--- src/plo_pkg.sv ---
// Package for the positional ordered list: sizes, codes, word and control types.
`timescale 1ns / 1ps
package plo_pkg;

  localparam int CAPACITY = 16;
  localparam int CNT_W    = $clog2(CAPACITY + 1);
  localparam int COUNT_W  = 5;
  localparam int VAL_W    = 32;
  localparam int POS_W    = 8;
  localparam int OP_W     = 3;

  typedef enum logic [OP_W-1:0] {
    OP_INS_FIRST = 3'd0,
    OP_INS_LAST  = 3'd1,
    OP_INS_AT    = 3'd2,
    OP_DEL_FIRST = 3'd3,
    OP_DEL_LAST  = 3'd4,
    OP_DEL_AT    = 3'd5,
    OP_READ_ALL  = 3'd6
  } op_t;

  typedef enum logic [1:0] {
    ST_OK     = 2'd0,
    ST_BADPOS = 2'd1,
    ST_EMPTY  = 2'd2,
    ST_FULL   = 2'd3
  } stat_t;

  typedef enum logic [1:0] {
    CELL_HOLD,
    CELL_INSERT,
    CELL_DELETE,
    CELL_ROTATE
  } cell_cmd_t;

  typedef enum logic {
    FSM_IDLE,
    FSM_READ
  } fsm_t;

  typedef struct packed {
    cell_cmd_t        cmd;
    logic [CNT_W-1:0] idx;
    logic [CNT_W-1:0] cnt;
  } cell_ctl_t;

  typedef struct packed {
    logic [OP_W-1:0]         operation;
    logic signed [VAL_W-1:0] value;
    logic [POS_W-1:0]        position;
  } in_word_t;

  typedef struct packed {
    logic [1:0]              status;
    logic                    has_value;
    logic signed [VAL_W-1:0] entry_value;
    logic                    last;
    logic [COUNT_W-1:0]      count;
  } out_word_t;

endpackage

--- src/plo_cell.sv ---
// One list slot: holds an entry and moves it to or from its neighbors.
`timescale 1ns / 1ps
module plo_cell (
  input  logic                            clk,
  input  plo_pkg::cell_ctl_t              ctl,
  input  logic [plo_pkg::CNT_W-1:0]       my_idx,
  input  logic signed [plo_pkg::VAL_W-1:0] new_val,
  input  logic signed [plo_pkg::VAL_W-1:0] left_val,
  input  logic signed [plo_pkg::VAL_W-1:0] right_val,
  input  logic signed [plo_pkg::VAL_W-1:0] head_val,
  output logic signed [plo_pkg::VAL_W-1:0] val
);
  import plo_pkg::*;

  logic signed [VAL_W-1:0] val_r;
  logic signed [VAL_W-1:0] val_nxt;

  always_comb begin
    val_nxt = val_r;
    case (ctl.cmd)
      CELL_INSERT: begin
        if (my_idx == ctl.idx) begin
          val_nxt = new_val;
        end else if (my_idx > ctl.idx) begin
          val_nxt = left_val;
        end
      end
      CELL_DELETE: begin
        if (my_idx >= ctl.idx) begin
          val_nxt = right_val;
        end
      end
      CELL_ROTATE: begin
        // tail of the occupied ring wraps to the head entry
        if (my_idx == ctl.cnt - CNT_W'(1)) begin
          val_nxt = head_val;
        end else begin
          val_nxt = right_val;
        end
      end
      default: val_nxt = val_r;
    endcase
  end

  always_ff @(posedge clk) begin
    val_r <= val_nxt;
  end

  assign val = val_r;

endmodule

--- src/positional_ordered_list_top.sv ---
// Top level of the positional ordered list: cell chain, control FSM and output register.
`timescale 1ns / 1ps
// Bounded ordered list of signed 32-bit entries, up to CAPACITY of them, kept in
// a chain of cells with the front entry in cell 0. Every insert or delete, at
// the front, the back or a 1-based position, gives one status word with the new
// count, and one that succeeds also shifts the chain; the next word can be taken
// as soon as the output register is free. A read-all rotates the occupied cells
// one step per cycle while the output register is free, emitting cell 0 each
// step: input is held off until the last step, after which the list is back in
// its original order (an empty list gives one status word instead). New words
// are taken only while no read-all is running and the output register is free or
// being drained. Operation code 7 is dropped without a result.
module positional_ordered_list_top (
  input  logic               clk,
  input  logic               rst_n,
  input  logic               in_valid,
  output logic               in_ready,
  input  plo_pkg::in_word_t  in_word,
  output logic               out_valid,
  input  logic               out_ready,
  output plo_pkg::out_word_t out_word
);
  import plo_pkg::*;

  fsm_t             state_r, state_nxt;
  logic [CNT_W-1:0] cnt_r, cnt_nxt;
  logic [CNT_W-1:0] rd_r, rd_nxt;
  logic             out_valid_r, out_valid_nxt;
  out_word_t        out_word_r, out_word_nxt;

  cell_ctl_t        ctl;
  logic signed [VAL_W-1:0] cell_val [CAPACITY];

  logic             out_free;
  logic             accept;
  logic [POS_W:0]   pos_x;    // position, one bit wider for the +1 compare
  logic [POS_W:0]   cnt_x;
  logic [CNT_W-1:0] pos_idx;  // zero-based slot from the 1-based position
  logic             full;
  logic             empty;

  // ---------------------------------------------------------------------------
  // Cell chain. Cell 0 has no left neighbor; the last cell refills from itself.
  // ---------------------------------------------------------------------------
  for (genvar i = 0; i < CAPACITY; i++) begin : g_cell
    logic signed [VAL_W-1:0] left_v;
    logic signed [VAL_W-1:0] right_v;
    if (i == 0) begin : g_first
      assign left_v = cell_val[i];
    end else begin : g_mid
      assign left_v = cell_val[i-1];
    end
    if (i == CAPACITY - 1) begin : g_end
      assign right_v = cell_val[i];
    end else begin : g_next
      assign right_v = cell_val[i+1];
    end
    plo_cell u_cell (
      .clk       (clk),
      .ctl       (ctl),
      .my_idx    (CNT_W'(i)),
      .new_val   (in_word.value),
      .left_val  (left_v),
      .right_val (right_v),
      .head_val  (cell_val[0]),
      .val       (cell_val[i])
    );
  end

  // ---------------------------------------------------------------------------
  // Handshake
  // ---------------------------------------------------------------------------
  assign out_free = !out_valid_r || out_ready;
  assign in_ready = (state_r == FSM_IDLE) && out_free;
  assign accept   = in_valid && in_ready;

  assign pos_x   = {1'b0, in_word.position};
  assign cnt_x   = (POS_W + 1)'(cnt_r);
  assign pos_idx = CNT_W'(in_word.position - POS_W'(1));
  assign full    = (cnt_r == CNT_W'(CAPACITY));
  assign empty   = (cnt_r == '0);

  // ---------------------------------------------------------------------------
  // Control: decode the word, drive the chain, build the result word.
  // ---------------------------------------------------------------------------
  always_comb begin
    state_nxt     = state_r;
    cnt_nxt       = cnt_r;
    rd_nxt        = rd_r;
    out_valid_nxt = out_valid_r && !out_ready;
    out_word_nxt  = out_word_r;
    ctl.cmd       = CELL_HOLD;
    ctl.idx       = '0;
    ctl.cnt       = cnt_r;

    unique case (state_r)
      FSM_IDLE: begin
        if (accept) begin
          // edit result defaults; count is filled in below
          out_word_nxt.status      = ST_OK;
          out_word_nxt.has_value   = 1'b0;
          out_word_nxt.entry_value = '0;
          out_word_nxt.last        = 1'b1;
          out_valid_nxt            = 1'b1;
          unique case (op_t'(in_word.operation)) inside
            OP_INS_FIRST, OP_INS_LAST: begin
              if (full) begin
                out_word_nxt.status = ST_FULL;
              end else begin
                ctl.cmd = CELL_INSERT;
                ctl.idx = (op_t'(in_word.operation) == OP_INS_FIRST) ? '0 : cnt_r;
                cnt_nxt = cnt_r + CNT_W'(1);
              end
            end
            OP_INS_AT: begin
              if (in_word.position == '0 || pos_x > cnt_x + (POS_W + 1)'(1)) begin
                out_word_nxt.status = ST_BADPOS;
              end else if (full) begin
                out_word_nxt.status = ST_FULL;
              end else begin
                ctl.cmd = CELL_INSERT;
                ctl.idx = pos_idx;
                cnt_nxt = cnt_r + CNT_W'(1);
              end
            end
            OP_DEL_FIRST, OP_DEL_LAST: begin
              if (empty) begin
                out_word_nxt.status = ST_EMPTY;
              end else begin
                ctl.cmd = CELL_DELETE;
                ctl.idx = (op_t'(in_word.operation) == OP_DEL_FIRST) ? '0
                                                                     : cnt_r - CNT_W'(1);
                cnt_nxt = cnt_r - CNT_W'(1);
              end
            end
            OP_DEL_AT: begin
              if (in_word.position == '0 || pos_x > cnt_x) begin
                out_word_nxt.status = ST_BADPOS;
              end else begin
                ctl.cmd = CELL_DELETE;
                ctl.idx = pos_idx;
                cnt_nxt = cnt_r - CNT_W'(1);
              end
            end
            OP_READ_ALL: begin
              if (empty) begin
                out_word_nxt.status = ST_EMPTY;
              end else begin
                // entries go out from the read state, one per cycle while the output register is free
                out_valid_nxt = out_valid_r && !out_ready;
                rd_nxt        = '0;
                state_nxt     = FSM_READ;
              end
            end
            default: begin
              // unused code: no result
              out_valid_nxt = out_valid_r && !out_ready;
              out_word_nxt  = out_word_r;
            end
          endcase
          out_word_nxt.count = COUNT_W'(cnt_nxt);
        end
      end
      FSM_READ: begin
        if (out_free) begin
          ctl.cmd                  = CELL_ROTATE;
          out_valid_nxt            = 1'b1;
          out_word_nxt.status      = ST_OK;
          out_word_nxt.has_value   = 1'b1;
          out_word_nxt.entry_value = cell_val[0];
          out_word_nxt.last        = (rd_r == cnt_r - CNT_W'(1));
          out_word_nxt.count       = COUNT_W'(cnt_r);
          rd_nxt                   = rd_r + CNT_W'(1);
          if (rd_r == cnt_r - CNT_W'(1)) begin
            state_nxt = FSM_IDLE;
          end
        end
      end
      default: state_nxt = FSM_IDLE;
    endcase
  end

  always_ff @(posedge clk) begin
    if (!rst_n) begin
      state_r     <= FSM_IDLE;
      cnt_r       <= '0;
      rd_r        <= '0;
      out_valid_r <= 1'b0;
    end else begin
      state_r     <= state_nxt;
      cnt_r       <= cnt_nxt;
      rd_r        <= rd_nxt;
      out_valid_r <= out_valid_nxt;
    end
  end

  always_ff @(posedge clk) begin
    out_word_r <= out_word_nxt;
  end

  assign out_valid = out_valid_r;
  assign out_word  = out_word_r;

endmodule
--- config.mk ---
export PLATFORM = sky130hd
export DESIGN_NAME = positional_ordered_list_top
export DESIGN_NICKNAME = d
export VERILOG_FILES = /design/src/plo_pkg.sv /design/src/plo_cell.sv /design/src/positional_ordered_list_top.sv
export SDC_FILE = /design/constraint.sdc
export NUM_CORES = 2
export LEC_CHECK = 0
export ABC_CLOCK_PERIOD_IN_PS = 10400
export CAP_MARGIN = 25
export CORE_MARGIN = 3
export CORE_UTILIZATION = 55
export DETAILED_ROUTE_END_ITERATION = 7
export DONT_BUFFER_PORTS = 1
export GPL_ROUTABILITY_DRIVEN = 0
export MAX_ROUTING_LAYER = met4
export PLACE_DENSITY_LB_ADDON = 0.15
export SKIP_CTS_REPAIR_TIMING = 1
export SYNTH_ARGS = -nofsm -noshare
export SYNTH_HDL_FRONTEND = slang
export SYNTH_HIERARCHICAL = 1
export SYNTH_SLANG_ARGS = --single-unit
--- constraint.sdc ---
create_clock -name clk -period 10.4 [get_ports clk]
set_input_delay 2.08 -clock clk [delete_from_list [all_inputs] [get_ports clk]]
set_output_delay 2.08 -clock clk [all_outputs]
set_load 0.02 [all_outputs]
* After elaboration in Yosys (flattened, before gate mapping) *
Index checks and enable logic that the tools add are counted.

operators by class
  bitwise gates (word level) = 1
  add/sub/neg operators = 5
  order comparisons = 32
  reductions and logical operators = 41
  mux-type cells = 120
  eq/ne operators = 80

operators with widths
  kind                   count
  $mux W32               62
  $pmux W32 S3           15
  $mux W41               2
  $pmux W41 S2           1
  $eq A4 B5 Y1 const A   16
  $pmux W32 S2           1
  $mux W5                11
  $reduce_and A3 Y1      17
  $ne A3 B1 Y1 const B   15
  $eq A3 B5 Y1 const A   8
  $gt A4 B5 Y1 const A   8
  $mux W39               1
  $ne A2 B1 Y1 const B   19
  $ge A4 B5 Y1 const A   7
  $pmux W7 S4            1
  $mux W7                3
  $eq A2 B5 Y1 const A   4
  $ge A3 B5 Y1 const A   4
  $gt A3 B5 Y1 const A   4
  $pmux W5 S4            1
  $mux W6                3
  $logic_not A5 Y1       3
  $add A5 B1 Y5 const B  2
  $eq A1 B5 Y1 const A   2
  37 further kinds       69

word-level totals
  bits of input ports = 47
  register bits = 565
  output and inout bits = 43
  logic and storage cells = 304

* Longest topological paths before layout *
  depth after elaboration = 11
  depth in mapped cells = 19

* Cells and area by module *
The synthesis kept the hierarchy.

modules (own cells, without submodules)
  module                            area an instance (µm²)  seq. area each (µm²)  cells an instance  instances
  plo_cell at g_cell[0].u_cell ...  2309.7                  960.9                 209                8
  plo_cell at g_cell[2].u_cell ...  2285.9                  960.9                 208                8
  positional_ordered_list_top       3269.4                  1471.4                335                1

* Least setup slack after synthesis *
Ideal clock, no wire load.

  path type = reg-to-reg
  start point = reg cnt_r[2]
  end point = reg g_cell[0].u_cell.val_r[0], enable pin
  stages on the path, launching flop included = 17
  slack = 3.823 ns
  data arrival time = 6.166 ns
  path buffers = 1
  library setup time = 0.411 ns
  cells stage by stage = dfxtp_1 > buf_2 > nand3_1 > xnor2_1 > ha_1 > a2111oi_0 > o21ai_0 > nand2b_1 > a21oi_1 > o211ai_1 > o22ai_1 > ha_1 > nand2b_1 > a21o_1 > a211o_1 > a31o_2 > maj3_1

RTL lines
  element                   line                                text
  start: declaration        positional_ordered_list_top.sv:26   logic [CNT_W-1:0] cnt_r, cnt_nxt;
  start signal: assignment  positional_ordered_list_top.sv:191  cnt_r <= cnt_nxt;
  end signal: assignment    plo_cell.sv:46                      val_r <= val_nxt;
  end: declaration          plo_cell.sv:15                      logic signed [VAL_W-1:0] val_r;

==> results.toml <==
[run_status]
status = "complete, no violations"

[synth]
async_flop_share_pct = 0
yosys_warnings = 6
avgSynthCellArea_um2 = 10.9
ys_seq_area_share_pct = 42.1
ys_seq_elements = 565
ys_types = 72
synth_cells = 3671
synth-main-ff-cell = "edfxtp_1"
synth-edff-count = 553
syn-cell-area_um2 = 40000

[worst_setup_path]
cp_slowest_stage_delay_ns = 0.51
critPathTopFamily = "compound AO/OA/AOI/OAI gates"
cp-end-kind = "flip-flop"
slowest_stage = "maj3_2"
crit_buf_inv = 3
required_ns = 10.69
startpoint = "in_word[5]"
arrival_ns = 6.12
crit_chain = "ha_1 > a2111oi_0 > o21ai_0 > nand2b_1 > a21oi_1 > o211ai_1 > o22ai_1 > buf_4 > inv_1 > ha_1 > a21o_1 > a211o_1 > a31o_2 > maj3_2 > buf_4"
worstSetupStartpointType = "primary input"
crit_fanout = 19
timing.rr.start = "cnt_r[0]"
critPathKind = "in2reg"

[timing]
hold_viol = 0
finClkSkew_ns = 0.0200
min_period_ns = 5.83
setup_viol = 0
rsz0062_at_grt = "false"
slew_headroom_pct = 27.7
report.final.slew_viol_count = 0
worst_pin_slew_ns = 1.08
fin_setup_tns_ns = 0
period_share_pct = 56.0
fmax_ghz = 0.172

[placed_design]
portBuffers = 0
dp_hpwl_um = 62100

[drt]
dr.pass1.iters = 5
drcViolationCount = 0
drt-total-wl_um = 110000
vias = 28900
via_per_inst = 6.06
postRouteAntennaNets = 0
wl_per_cell_um = 23.2
drtIter0Drc = 2708

[die]
io_pins = 90
num_rows = 98
fp.coreArea_um2 = 71900
start_util_pct = 55.7
die_h_um = 276
dieWidth_um = 276
die_area_um2 = 76100

[final_layout]
final_nets = 3940
final_common_cell = "edfxtp_1"
synthToLayoutAreaGrowth_pct = 7.82
drive_above_1_share_pct = 20.6
final_cell_mix = "553 x edfxtp_1, 543 x nor2_1, 531 x a21oi_1, 513 x mux2i_1, 513 x mux2_2"
final_core_util_pct = 60.1

[pwr]
p_leak_nw = 16.9
peakVddDrop_v = 0.000109
power_mw = 5.51
powerDensity_nw_per_um2 = 128

[grt]
grt_max_degree = 250
grt_remaining_overflow = 0
grt_pass1_vias = 27300
antenna_found_initial = 1
grt_usage_pct = 29.5
grt_pass1_wl_um = 167000

[clock_tree]
clock-root-buffer = "clkbuf_16"
clkSinkCount = 565
h-tree-depth = 3
cts_made_buffers = 67
clkTransAtPathRegs_ns = 0.05
clk_latency_ns = 0.60
tritoncts = "built"
clock_path_buffers = 3

[min_path]
hp-start = "rd_r[1]"
holdCritPathClass = "reg2reg"

[job]
cap_viol_max_count = 0
final cells by class:
type / count / area, um2
flip-flops and latches: 565 / 16900
fillers: 6106 / 28700
well taps: 950 / 1190
diodes: 1 / 2.50
multi-input cells: 2958 / 22000
clock buffers: 82 / 1780
inverters: 124 / 465
repair buffers: 65 / 611
clock inverters: 26 / 228
worst reg2reg max path, delay by kind of cell (launching register included):
| kind | cells | cell delay (ns) |
|---|---|---|
| AO/OA/AOI/OAI | 8 | 1.56 |
| buffers and inverters | 5 | 1.45 |
| adder cells (fa/ha/maj) | 3 | 1.16 |
| AND/OR/NAND/NOR | 2 | 0.45 |
| XOR/XNOR | 1 | 0.43 |
| flip-flops | 1 | 0.42 |
flip-flops by register name, summed over array words and instances (netlist names):
register,cells
cnt_r,5
g_cell.u_cell/val,512
out_valid,1
out_word,41
rd_r,5
state_r,1
synthesized netlist by cell type, types with 33 or more instances:
cell      instances  area, um2
nor2_1          543       2040
xnor2_1          56        490
xor2_1           57        499
inv_1           123        462
nand3_1          55        275
mux2i_1         513       5130
clkbuf_1        135        507
mux2_2          513       5780
a21oi_1         531       2660
ha_1            112       1400
and2_1           33        206
edfxtp_1        553      16600
power by group:
part	switching, mW	internal (mW)	total, mW	leakage [nW]
combinational	0.334	0.243	0.576	10.7
clock	0.949	1.30	2.25	0.984
sequential	0.0697	2.61	2.68	5.16
worst paths after layout:
path	cells after the start	slack [ns]	end
worst max-delay path	15	4.57	g_cell[5].u_cell/val[0]
worst min-delay path	2	0.53	rd_r[1]
worst max register to register	19	4.64	g_cell[5].u_cell/val[0]
worst min register to register	2	0.53	rd_r[1]
cell families after synthesis:
family	Yosys count	share of synthesized area [%]
compound gates	669	9.66
flops	565	42.1
buf+inv	354	5.14
simple gates	814	9.47
xor+xnor	113	2.47
mux	1026	27.3
other cells	2	0.0188
fa+ha+maj	128	3.90
layer usage:
layer,vias up,track usage (%),wire (um)
met5,-,-,0
met4,0,8.92,3190
li1,13600,-,-
met2,930,46.6,51200
met1,14200,39.8,48800
met3,168,3.66,7240
stage by stage:
stage | area (um2) | worst slack, ns | cells | hold WS (ns)
after floorplan | 40800 | 3.82 | 3877 | 0.429
after global placement | 41000 | 4.12 | 4657 | 0.505
after detailed placement | 41100 | 4.02 | 4660 | 0.529
after CTS | 43100 | 4.64 | 4768 | 0.536
after global routing | 43200 | 4.33 | 4771 | 0.551
final | 43200 | 4.57 | 4771 | 0.534
Note: power is estimated with default switching activity, not from simulation.
